`config.mk`:
```
export PLATFORM = sky130hd
export DESIGN_NAME = led_mode_pwm_controller
export DESIGN_NICKNAME = d
export VERILOG_FILES = /design/src/hw/rtl/lmpc_pkg.sv /design/src/hw/rtl/lmpc_cfg.sv /design/src/hw/rtl/lmpc_core.sv /design/src/hw/rtl/led_mode_pwm_controller.sv
export SDC_FILE = /design/constraint.sdc
export NUM_CORES = 1
export LEC_CHECK = 0
export BUFFER_PORTS_ARGS = -buffer_cell sky130_fd_sc_hd__buf_4
export CAP_MARGIN = 10
export CORE_MARGIN = 10
export CORE_UTILIZATION = 57
export DETAILED_ROUTE_END_ITERATION = 6
export GPL_TIMING_DRIVEN = 0
export PLACE_DENSITY = 0.78
export SLEW_MARGIN = 20
export SYNTH_ARGS = -nofsm -noshare
export SYNTH_HDL_FRONTEND = slang
export SYNTH_SLANG_ARGS = --single-unit
```
`constraint.sdc`:
```
create_clock -name clk -period 8.9 [get_ports clk]
set_clock_uncertainty 0.1 [all_clocks]
set_input_delay 1.78 -clock clk [delete_from_list [all_inputs] [get_ports clk]]
set_output_delay 1.78 -clock clk [all_outputs]
set_load 0.005 [all_outputs]
```
`src/hw/rtl/lmpc_pkg.sv`:
```
// Shared types, codes and reset constants for the LED mode PWM controller.
// No dependencies; every other file refers to this package by scoped names.
package lmpc_pkg;

    localparam int DutyWidth   = 10;
    localparam int PeriodWidth = 16;
    localparam int StepWidth   = 8;
    localparam int TimeWidth   = 32;
    localparam int CfgIdxWidth = 3;
    localparam int CfgDataWidth = 16;

    localparam logic [DutyWidth-1:0] DutyMax = 10'd1023;

    // Operation codes of an input beat
    typedef enum logic [1:0] {
        OP_TICK    = 2'd0,
        OP_BUTTON  = 2'd1,
        OP_COMMAND = 2'd2,
        OP_NONE    = 2'd3
    } op_t;

    // LED modes
    typedef enum logic [2:0] {
        MODE_DARK    = 3'd0,
        MODE_ON      = 3'd1,
        MODE_BLINK   = 3'd2,
        MODE_FLASH   = 3'd3,
        MODE_BREATHE = 3'd4
    } mode_t;

    // Configuration register indexes
    localparam logic [CfgIdxWidth-1:0] CFG_SLOW_HALF   = 3'd0;
    localparam logic [CfgIdxWidth-1:0] CFG_STROBE_HALF = 3'd1;
    localparam logic [CfgIdxWidth-1:0] CFG_BREATHE_INT = 3'd2;
    localparam logic [CfgIdxWidth-1:0] CFG_BREATHE_STEP = 3'd3;
    localparam logic [CfgIdxWidth-1:0] CFG_DEBOUNCE    = 3'd4;

    // Configuration reset values
    localparam logic [PeriodWidth-1:0] SlowHalfReset   = 16'd500;
    localparam logic [PeriodWidth-1:0] StrobeHalfReset = 16'd50;
    localparam logic [PeriodWidth-1:0] BreatheIntReset = 16'd10;
    localparam logic [StepWidth-1:0]   BreatheStepReset = 8'd5;
    localparam logic [StepWidth-1:0]   DebounceReset   = 8'd30;

    // Configuration bundle handed to the core
    typedef struct packed {
        logic [PeriodWidth-1:0] slow_half_period;
        logic [PeriodWidth-1:0] strobe_half_period;
        logic [PeriodWidth-1:0] breathe_interval;
        logic [StepWidth-1:0]   breathe_step;
        logic [StepWidth-1:0]   debounce_length;
    } cfg_t;

    // One input beat
    typedef struct packed {
        op_t                  operation;
        logic                 button_cycle_level;
        logic                 button_off_level;
        logic [2:0]           command_mode;
        logic [DutyWidth-1:0] sample_level;
    } item_t;

    // One result beat
    typedef struct packed {
        logic [DutyWidth-1:0] duty;
        mode_t                mode;
    } result_t;

endpackage

```
`src/hw/rtl/lmpc_cfg.sv`:
```
// Configuration register bank of the LED mode PWM controller.
// Depends on lmpc_pkg for the register indexes, reset values and cfg_t.
module lmpc_cfg
(
    input  logic                                clk,
    input  logic                                rst_n,
    input  logic                                cfg_write_en,
    input  logic [lmpc_pkg::CfgIdxWidth-1:0]    cfg_index,
    input  logic [lmpc_pkg::CfgDataWidth-1:0]   cfg_data,
    output lmpc_pkg::cfg_t                      cfg
);

    lmpc_pkg::cfg_t cfg_reg;

    // Decode the index and write the addressed register; other indexes drop
    always_ff @(posedge clk or negedge rst_n)
    begin
        if (!rst_n)
        begin
            cfg_reg.slow_half_period   <= lmpc_pkg::SlowHalfReset;
            cfg_reg.strobe_half_period <= lmpc_pkg::StrobeHalfReset;
            cfg_reg.breathe_interval   <= lmpc_pkg::BreatheIntReset;
            cfg_reg.breathe_step       <= lmpc_pkg::BreatheStepReset;
            cfg_reg.debounce_length    <= lmpc_pkg::DebounceReset;
        end
        else if (cfg_write_en)
        begin
            unique case (cfg_index)
                lmpc_pkg::CFG_SLOW_HALF:    cfg_reg.slow_half_period   <= cfg_data;
                lmpc_pkg::CFG_STROBE_HALF:  cfg_reg.strobe_half_period <= cfg_data;
                lmpc_pkg::CFG_BREATHE_INT:  cfg_reg.breathe_interval   <= cfg_data;
                lmpc_pkg::CFG_BREATHE_STEP:
                    cfg_reg.breathe_step <= cfg_data[lmpc_pkg::StepWidth-1:0];
                lmpc_pkg::CFG_DEBOUNCE:
                    cfg_reg.debounce_length <= cfg_data[lmpc_pkg::StepWidth-1:0];
                default: ;
            endcase
        end
    end

    assign cfg = cfg_reg;

endmodule

```
`src/hw/rtl/lmpc_core.sv`:
```
// Mode state and single-pass update of the LED mode PWM controller.
// Depends on lmpc_pkg; one registered item is folded into the state per enable.
module lmpc_core
(
    input  logic               clk,
    input  logic               rst_n,
    input  logic               enable,
    input  lmpc_pkg::item_t    item,
    input  lmpc_pkg::cfg_t     cfg,
    output lmpc_pkg::result_t  result_next
);

    localparam int TW = lmpc_pkg::TimeWidth;
    localparam int DW = lmpc_pkg::DutyWidth;
    localparam int SW = lmpc_pkg::StepWidth;

    lmpc_pkg::mode_t   mode_reg, mode_next, mode_btn;
    logic [SW-1:0]     debounce_reg, debounce_next, debounce_btn;
    logic [TW-1:0]     ms_reg, ms_next;
    logic [1:0]        pins_reg, pins_next;
    logic [TW-1:0]     slow_last_reg, slow_last_next;
    logic              slow_lit_reg, slow_lit_next;
    logic [TW-1:0]     strobe_last_reg, strobe_last_next;
    logic              strobe_lit_reg, strobe_lit_next;
    logic [DW-1:0]     breathe_level_reg, breathe_level_next;
    logic              breathe_falling_reg, breathe_falling_next;
    logic [TW-1:0]     breathe_last_reg, breathe_last_next;
    logic [DW-1:0]     duty_reg, duty_next;

    logic              cycle_press, off_press;
    logic [TW-1:0]     slow_elapsed, strobe_elapsed, breathe_elapsed;
    logic              slow_due, strobe_due, breathe_due;
    logic [DW-1:0]     step_ext, rise_limit;

    // Button edges: cycle button first, its reload then blocks the off button unless the debounce length is zero
    always_comb
    begin
        mode_btn     = mode_reg;
        debounce_btn = debounce_reg;
        cycle_press  = !item.button_cycle_level && pins_reg[0] && (debounce_reg == '0);
        if (cycle_press)
        begin
            debounce_btn = cfg.debounce_length;
            mode_btn     = (mode_reg == lmpc_pkg::MODE_BREATHE) ? lmpc_pkg::MODE_DARK
                         : lmpc_pkg::mode_t'(mode_reg + 3'd1);
        end
        off_press = !item.button_off_level && pins_reg[1] && (debounce_btn == '0);
        if (off_press)
        begin
            debounce_btn = cfg.debounce_length;
            mode_btn     = lmpc_pkg::MODE_DARK;
        end
    end

    // Apply the operation to time, debounce, pins and mode
    always_comb
    begin
        ms_next       = ms_reg;
        debounce_next = debounce_reg;
        pins_next     = pins_reg;
        mode_next     = mode_reg;
        unique case (item.operation)
            lmpc_pkg::OP_TICK:
            begin
                ms_next = ms_reg + TW'(1);
                if (debounce_reg != '0)
                    debounce_next = debounce_reg - SW'(1);
            end
            lmpc_pkg::OP_BUTTON:
            begin
                debounce_next = debounce_btn;
                mode_next     = mode_btn;
                pins_next     = {item.button_off_level, item.button_cycle_level};
            end
            lmpc_pkg::OP_COMMAND:
            begin
                if (item.command_mode <= lmpc_pkg::MODE_BREATHE)
                    mode_next = lmpc_pkg::mode_t'(item.command_mode);
            end
            default: ;
        endcase
    end

    // Elapsed-time checks against the updated millisecond count
    assign slow_elapsed    = ms_next - slow_last_reg;
    assign strobe_elapsed  = ms_next - strobe_last_reg;
    assign breathe_elapsed = ms_next - breathe_last_reg;
    assign slow_due    = slow_elapsed    >= TW'(cfg.slow_half_period);
    assign strobe_due  = strobe_elapsed  >= TW'(cfg.strobe_half_period);
    assign breathe_due = breathe_elapsed >= TW'(cfg.breathe_interval);
    assign step_ext    = DW'(cfg.breathe_step);
    assign rise_limit  = lmpc_pkg::DutyMax - step_ext;

    // Run the rule of the new mode
    always_comb
    begin
        slow_last_next       = slow_last_reg;
        slow_lit_next        = slow_lit_reg;
        strobe_last_next     = strobe_last_reg;
        strobe_lit_next      = strobe_lit_reg;
        breathe_level_next   = breathe_level_reg;
        breathe_falling_next = breathe_falling_reg;
        breathe_last_next    = breathe_last_reg;
        duty_next            = duty_reg;
        unique case (mode_next)
            lmpc_pkg::MODE_DARK: duty_next = '0;
            lmpc_pkg::MODE_ON:   duty_next = item.sample_level;
            lmpc_pkg::MODE_BLINK:
            begin
                if (slow_due)
                begin
                    slow_last_next = ms_next;
                    slow_lit_next  = !slow_lit_reg;
                    duty_next      = slow_lit_reg ? '0 : item.sample_level;
                end
            end
            lmpc_pkg::MODE_FLASH:
            begin
                if (strobe_due)
                begin
                    strobe_last_next = ms_next;
                    strobe_lit_next  = !strobe_lit_reg;
                    duty_next        = strobe_lit_reg ? '0 : item.sample_level;
                end
            end
            default:
            begin
                if (breathe_due)
                begin
                    breathe_last_next = ms_next;
                    if (!breathe_falling_reg)
                    begin
                        if (breathe_level_reg >= rise_limit)
                        begin
                            breathe_level_next   = lmpc_pkg::DutyMax;
                            breathe_falling_next = 1'b1;
                        end
                        else
                            breathe_level_next = breathe_level_reg + step_ext;
                    end
                    else
                    begin
                        if (breathe_level_reg <= step_ext)
                        begin
                            breathe_level_next   = '0;
                            breathe_falling_next = 1'b0;
                        end
                        else
                            breathe_level_next = breathe_level_reg - step_ext;
                    end
                    duty_next = breathe_level_next;
                end
            end
        endcase
    end

    // Commit the state for each item
    always_ff @(posedge clk or negedge rst_n)
    begin
        if (!rst_n)
        begin
            mode_reg            <= lmpc_pkg::MODE_DARK;
            debounce_reg        <= '0;
            ms_reg              <= '0;
            pins_reg            <= 2'b11;
            slow_last_reg       <= '0;
            slow_lit_reg        <= 1'b0;
            strobe_last_reg     <= '0;
            strobe_lit_reg      <= 1'b0;
            breathe_level_reg   <= '0;
            breathe_falling_reg <= 1'b0;
            breathe_last_reg    <= '0;
            duty_reg            <= '0;
        end
        else if (enable)
        begin
            mode_reg            <= mode_next;
            debounce_reg        <= debounce_next;
            ms_reg              <= ms_next;
            pins_reg            <= pins_next;
            slow_last_reg       <= slow_last_next;
            slow_lit_reg        <= slow_lit_next;
            strobe_last_reg     <= strobe_last_next;
            strobe_lit_reg      <= strobe_lit_next;
            breathe_level_reg   <= breathe_level_next;
            breathe_falling_reg <= breathe_falling_next;
            breathe_last_reg    <= breathe_last_next;
            duty_reg            <= duty_next;
        end
    end

    assign result_next.duty = duty_next;
    assign result_next.mode = mode_next;

endmodule

```
`src/hw/rtl/led_mode_pwm_controller.sv`:
```
// LED mode PWM controller, top level. Depends on lmpc_pkg, lmpc_cfg and lmpc_core.
// Each input beat (tick, button sample or mode command) is captured in an input
// register, folded into the mode state in one pass and leaves as one result beat
// (duty, mode) from a result register. One beat is taken every clock while results
// drain. A stalled result holds the result register, and the input register then
// holds one further beat before in_stall rises.
module led_mode_pwm_controller
(
    input  logic                                clk,
    input  logic                                rst_n,
    input  logic                                in_valid,
    output logic                                in_stall,
    input  logic [1:0]                          operation,
    input  logic                                button_cycle_level,
    input  logic                                button_off_level,
    input  logic [2:0]                          command_mode,
    input  logic [lmpc_pkg::DutyWidth-1:0]      sample_level,
    output logic                                out_valid,
    input  logic                                out_stall,
    output logic [lmpc_pkg::DutyWidth-1:0]      duty,
    output logic [2:0]                          mode,
    input  logic                                cfg_write_en,
    input  logic [lmpc_pkg::CfgIdxWidth-1:0]    cfg_index,
    input  logic [lmpc_pkg::CfgDataWidth-1:0]   cfg_data
);

    lmpc_pkg::cfg_t      cfg;
    lmpc_pkg::item_t     item_reg;
    lmpc_pkg::result_t   result_next;
    lmpc_pkg::result_t   result_reg;
    logic                in_valid_reg;
    logic                out_valid_reg;
    logic                advance;

    // Configuration registers
    lmpc_cfg u_cfg
    (
        .clk          (clk),
        .rst_n        (rst_n),
        .cfg_write_en (cfg_write_en),
        .cfg_index    (cfg_index),
        .cfg_data     (cfg_data),
        .cfg          (cfg)
    );

    // Move a beat into the result register when it is free or being taken
    assign advance  = !out_valid_reg || !out_stall;
    assign in_stall = in_valid_reg && !advance;

    // Input register: valid
    always_ff @(posedge clk or negedge rst_n)
    begin
        if (!rst_n)
            in_valid_reg <= 1'b0;
        else if (!in_stall)
            in_valid_reg <= in_valid;
    end

    // Input register: payload
    always_ff @(posedge clk)
    begin
        if (!in_stall && in_valid)
        begin
            item_reg.operation          <= lmpc_pkg::op_t'(operation);
            item_reg.button_cycle_level <= button_cycle_level;
            item_reg.button_off_level   <= button_off_level;
            item_reg.command_mode       <= command_mode;
            item_reg.sample_level       <= sample_level;
        end
    end

    // State update for the registered beat
    lmpc_core u_core
    (
        .clk         (clk),
        .rst_n       (rst_n),
        .enable      (in_valid_reg && advance),
        .item        (item_reg),
        .cfg         (cfg),
        .result_next (result_next)
    );

    // Result register: valid
    always_ff @(posedge clk or negedge rst_n)
    begin
        if (!rst_n)
            out_valid_reg <= 1'b0;
        else if (advance)
            out_valid_reg <= in_valid_reg;
    end

    // Result register: payload
    always_ff @(posedge clk)
    begin
        if (advance && in_valid_reg)
            result_reg <= result_next;
    end

    assign out_valid = out_valid_reg;
    assign duty      = result_reg.duty;
    assign mode      = result_reg.mode;

    // Off mode always reports a dark LED
    assert property (@(posedge clk) disable iff (!rst_n)
        (out_valid && (mode == lmpc_pkg::MODE_DARK)) |-> (duty == '0))
        else $error("off mode result with non-zero duty");

    // A held input beat is not lost while the result is stalled
    assert property (@(posedge clk) disable iff (!rst_n)
        (in_valid_reg && out_valid_reg && out_stall) |=> in_valid_reg)
        else $error("input beat dropped under output stall");

    // A registered beat reaches a free result register in the next cycle
    assert property (@(posedge clk) disable iff (!rst_n)
        (in_valid_reg && !out_valid_reg) |=> out_valid_reg)
        else $error("registered beat did not reach the result register");

    // A stalled result keeps its mode
    assert property (@(posedge clk) disable iff (!rst_n)
        (out_valid_reg && out_stall) |=> (out_valid_reg && $stable(result_reg.mode)))
        else $error("stalled result changed");

endmodule
```
==> impl_metrics.env <==
export IMPL_grt_max_degree=89
export IMPL_mostFrequentLayoutCell="sky130_fd_sc_hd__nand2_1"
export IMPL_die_area_sq_mm=0.0423
export IMPL_floorplan_initialDensity=0.582
export IMPL_irDropWorstVdd_mv=0.198
export IMPL_static_leakage_power_nw=10.1
export IMPL_slowest_stage="sky130_fd_sc_hd__xor2_1"
export IMPL_critPathMaxFanout=10
export IMPL_postCtsResizedCells=0
export IMPL_cts_buffers=30
export IMPL_routed_via_density=6.13
export IMPL_comb_power_share=0.532
export IMPL_die_w_um=206
export IMPL_layout_cells_most_common_list="sky130_fd_sc_hd__nand2_1, sky130_fd_sc_hd__a21oi_1, sky130_fd_sc_hd__dfrtp_1"
export IMPL_grt_antenna_before_repair=0
export IMPL_worst_pin_slew_ns=1.09
export IMPL_main_combinational_cell_family_by_area_after_synthesis="compound AO/OA/AOI/OAI gates"
export IMPL_post_synth_fa_ha_maj_area_fraction=0.110
export IMPL_power_switching_fraction=0.432
export IMPL_share_of_cell_area_taken_by_muxes_after_synthesis=0.0244
export IMPL_route_vias_total=17700
export IMPL_worst_ep_arrival_time_ns=8.50
export IMPL_port_buffers=55
export IMPL_syn_area_per_cell_sq_um=8.45
export IMPL_fp_row_count=67
export IMPL_endpoint_kind="flip-flop"
export IMPL_finalSetupViolCount=0
export IMPL_routed_top_layer="met4"
export IMPL_power_internal_mw=3.68
export IMPL_postCtsHoldBufs=0
export IMPL_met2_length_um=25900
export IMPL_total_count_of_max_transition_violations_in_the_final_report=0
export IMPL_post_route_cells_drive_above_1_share=0.103
export IMPL_power_density_cell_area_mw_per_mm2=298
export IMPL_setup_tns_ns=0
export IMPL_yosys_area_share_xor_xnor=0.0555
export IMPL_critPathTopFamily="simple AND/OR/NAND/NOR gates"
export IMPL_grt_pass1_vias=17000
export IMPL_drt_first_pass_iters=6
export IMPL_wl_um=55400
export IMPL_ys_async_sr_fraction=0.885
export IMPL_max_cap_viol_count=0
export IMPL_switching_power_total_mw=2.80
export IMPL_route_met3_wl_um=3380
export IMPL_area_growth_syn_to_layout_pct=10.6
export IMPL_clock_latency_ns=0.60
export IMPL_period_share=0.914
export IMPL_layout_nets=2626
export IMPL_synth_compound_area_share=0.222
export IMPL_share_clk_of_total_power=0.198
export IMPL_post_synth_inst_count=2326
export IMPL_final_util=0.643
export IMPL_cts_repair_timing_setup_buffer_count=0
export IMPL_final_min_clock_period_ns=8.13
export IMPL_wire_length_of_the_first_global_routing_pass_um=89100
export IMPL_worst_setup_hold_path_clk_slew_ns=0.06
export IMPL_die_h_um=206
export IMPL_syn_num_nets=2537
export IMPL_seq_power_share=0.270
export IMPL_relative_max_transition_margin=0.265
export IMPL_worst_ep_required_time_ns=9.26
export IMPL_cts_htree_levels=1
export IMPL_hold_viol_final=0
export IMPL_root_buffer="sky130_fd_sc_hd__clkbuf_16"
export IMPL_final_gp_congestion=0.990
export IMPL_io_pin_count=56
export IMPL_status="finished clean"
export IMPL_reg2reg_slack_ns=0.77
export IMPL_floorplan_core_area_sq_mm=0.0338
export IMPL_cts_path_max_buffers=3
export IMPL_dp_hpwl_um=42900
export IMPL_unrepaired_setup_endpoints_after_global_routing="false"
export IMPL_post_synth_and_or_nand_nor_area_fraction=0.182
export IMPL_drcViolationCount=0
export IMPL_clkSinkCount=260
export IMPL_critPathKind="reg2reg"
export IMPL_netlist_area_sq_mm=0.0197
export IMPL_globalRouteTotalUtil=0.259
export IMPL_wl_met1_um=23700
export IMPL_timing_critical_path_buf_inv=5
export IMPL_largest_register_ffs=64
export IMPL_primary_ff_master_synth="sky130_fd_sc_hd__dfrtp_1"
export IMPL_stage_delay_of_the_slowest_cell_on_the_critical_path_ns=0.70
export IMPL_synth_sequential_area_ratio=0.340
export IMPL_critical_path_startpoint_type="flip-flop"
export IMPL_antenna_diode_count=0
export IMPL_ys_warnings_count=0
export IMPL_grt_remaining_overflow=0
export IMPL_tritoncts="done"
export IMPL_synth_edf_count=30
export IMPL_max_freq_mhz=123
export IMPL_route_antenna_remaining_nets=0
export IMPL_drt_first_iter_violations=1397
export IMPL_min_path_type="reg2reg"
export IMPL_num_fill_cells=2864
export IMPL_synth_seq_cells=260
export IMPL_wl_per_cell_um=19.2
export IMPL_unique_masters_post_synth=106
## metal layers
metal,GRT usage,vias up
met3,0.0316,123
li1,-,8456
met2,0.432,620
met1,0.337,8482
met5,0,-
met4,0.101,0
## Yosys cell counts (9+ instances only)
cell                          n  area, sq um
sky130_fd_sc_hd__o2bb2ai_1   12          105
sky130_fd_sc_hd__nand2_1    257          965
sky130_fd_sc_hd__xnor2_1     73          639
sky130_fd_sc_hd__o22ai_1     14         87.6
sky130_fd_sc_hd__a211oi_1    22          165
sky130_fd_sc_hd__dfstp_2     19          499
sky130_fd_sc_hd__nor2_1     172          646
sky130_fd_sc_hd__nand2b_1    22          138
sky130_fd_sc_hd__o31ai_1      9         67.6
sky130_fd_sc_hd__nor4_1      13         81.3
sky130_fd_sc_hd__a211o_1      9         78.8
sky130_fd_sc_hd__and3_1      18          113
sky130_fd_sc_hd__a21o_1      39          293
sky130_fd_sc_hd__o21ai_0    128          641
sky130_fd_sc_hd__o21a_1      31          233
sky130_fd_sc_hd__clkbuf_1    56          210
sky130_fd_sc_hd__nor3_1      39          195
sky130_fd_sc_hd__a2111oi_0    9         78.8
sky130_fd_sc_hd__mux2_2      25          282
sky130_fd_sc_hd__o211ai_1    18          135
sky130_fd_sc_hd__ha_1       165         2060
sky130_fd_sc_hd__buf_2       36          180
sky130_fd_sc_hd__o21ai_1     39          195
sky130_fd_sc_hd__or3_1       16          100
sky130_fd_sc_hd__nand3_1     63          315
sky130_fd_sc_hd__dfrtp_1    211         5280
sky130_fd_sc_hd__nor2b_1     18          113
sky130_fd_sc_hd__nand4_1     48          300
sky130_fd_sc_hd__inv_1      210          788
sky130_fd_sc_hd__a21oi_1    219         1100
sky130_fd_sc_hd__xor2_1      47          412
sky130_fd_sc_hd__o2111ai_1   10         87.6
sky130_fd_sc_hd__mux2i_1      9         90.1
sky130_fd_sc_hd__and2_1      11         68.8
sky130_fd_sc_hd__edfxtp_1    30          901
sky130_fd_sc_hd__a31oi_1     14         87.6
sky130_fd_sc_hd__and4_1      11         96.3
## cell type report
class                      count  area, sq um  share of cell area
tap                          448          561              0.0258
inverter                     211          792              0.0364
multi-input combinational   1750        11700               0.538
clock buffer                  42          857              0.0394
buffer                       105          510              0.0235
clock inverter                13          175             0.00806
sequential                   260         6680               0.307
timing repair buffer          57          475              0.0219
## final timing paths
| kind | from | to | cells after the start |
|---|---|---|---|
| worst max register to register | item_reg[16] | u_core.slow_last_reg[26] | 26 |
| worst max-delay path | item_reg[16] | u_core.slow_last_reg[26] | 26 |
| worst min register to register | u_core.strobe_lit_reg | u_core.strobe_lit_reg | 1 |
| max in group asynchronous | rst_n | u_core.strobe_last_reg[24] | 3 |
| worst min-delay path | u_core.strobe_lit_reg | u_core.strobe_lit_reg | 1 |
| min in group asynchronous | rst_n | u_core.debounce_reg[5] | 1 |
## cell families (layout without fill, tap and decap cells)
| group | after synthesis | after routing |
|---|---|---|
| buffers and inverters | 316 | 428 |
| multiplexers | 43 | 43 |
| XOR/XNOR | 122 | 122 |
| AO/OA/AOI/OAI | 679 | 679 |
| flip-flops | 260 | 260 |
| AND/OR/NAND/NOR | 736 | 736 |
| adder cells (fa/ha/maj) | 170 | 170 |
## power by group through the flow
| stage | clock network [mW] | logic (mW) | registers, mW |
|---|---|---|---|
| 3_3_place_gp | 0 | 3.29 | 1.75 |
| 2_1_floorplan | 0 | 2.58 | 1.72 |
| 6_report | 1.29 | 3.45 | 1.75 |
| 5_1_grt | 1.35 | 3.87 | 1.78 |
| 3_5_place_dp | 0 | 3.37 | 1.76 |
| 4_1_cts | 1.31 | 3.41 | 1.75 |
## worst register-to-register path: stages (launching register included)
cell and delay, ns:
sky130_fd_sc_hd__edfxtp_1 0.40, sky130_fd_sc_hd__inv_1 0.10, sky130_fd_sc_hd__ha_1 0.15, sky130_fd_sc_hd__buf_4 0.19, sky130_fd_sc_hd__nand4_2 0.18, sky130_fd_sc_hd__nor3_4 0.45
sky130_fd_sc_hd__nand3_1 0.28, sky130_fd_sc_hd__or3_1 0.49, sky130_fd_sc_hd__nor2_1 0.36, sky130_fd_sc_hd__nand3_1 0.25, sky130_fd_sc_hd__nor2_1 0.19, sky130_fd_sc_hd__xor2_1 0.70
sky130_fd_sc_hd__ha_1 0.37, sky130_fd_sc_hd__clkbuf_1 0.20, sky130_fd_sc_hd__a21oi_1 0.27, sky130_fd_sc_hd__o21ai_0 0.26, sky130_fd_sc_hd__a31oi_1 0.28, sky130_fd_sc_hd__nor3_1 0.11
sky130_fd_sc_hd__a2111oi_0 0.52, sky130_fd_sc_hd__nand4_1 0.19, sky130_fd_sc_hd__nor4_1 0.48, sky130_fd_sc_hd__nand4_1 0.53, sky130_fd_sc_hd__and3_1 0.40, sky130_fd_sc_hd__buf_6 0.17
sky130_fd_sc_hd__buf_2 0.21, sky130_fd_sc_hd__nand2_1 0.10, sky130_fd_sc_hd__o21ai_1 0.08
## per-stage QoR
| stage | cells | worst slack, ns | hold WS, ns | area (sq um) | power [mW] |
|---|---|---|---|---|---|
| 2_1_floorplan | 2326 | 3.00 | 0.338 | 19700 | 4.30 |
| 3_3_place_gp | 2829 | 1.08 | 0.353 | 20600 | 5.04 |
| 3_5_place_dp | 2831 | 1.07 | 0.358 | 20700 | 5.14 |
| 4_1_cts | 2886 | 0.938 | 0.370 | 21700 | 6.46 |
| 5_1_grt | 2886 | 0.445 | 0.407 | 21700 | 7.01 |
| 6_report | 2886 | 0.765 | 0.373 | 21700 | 6.48 |
Power figures use the tool's default switching activity.
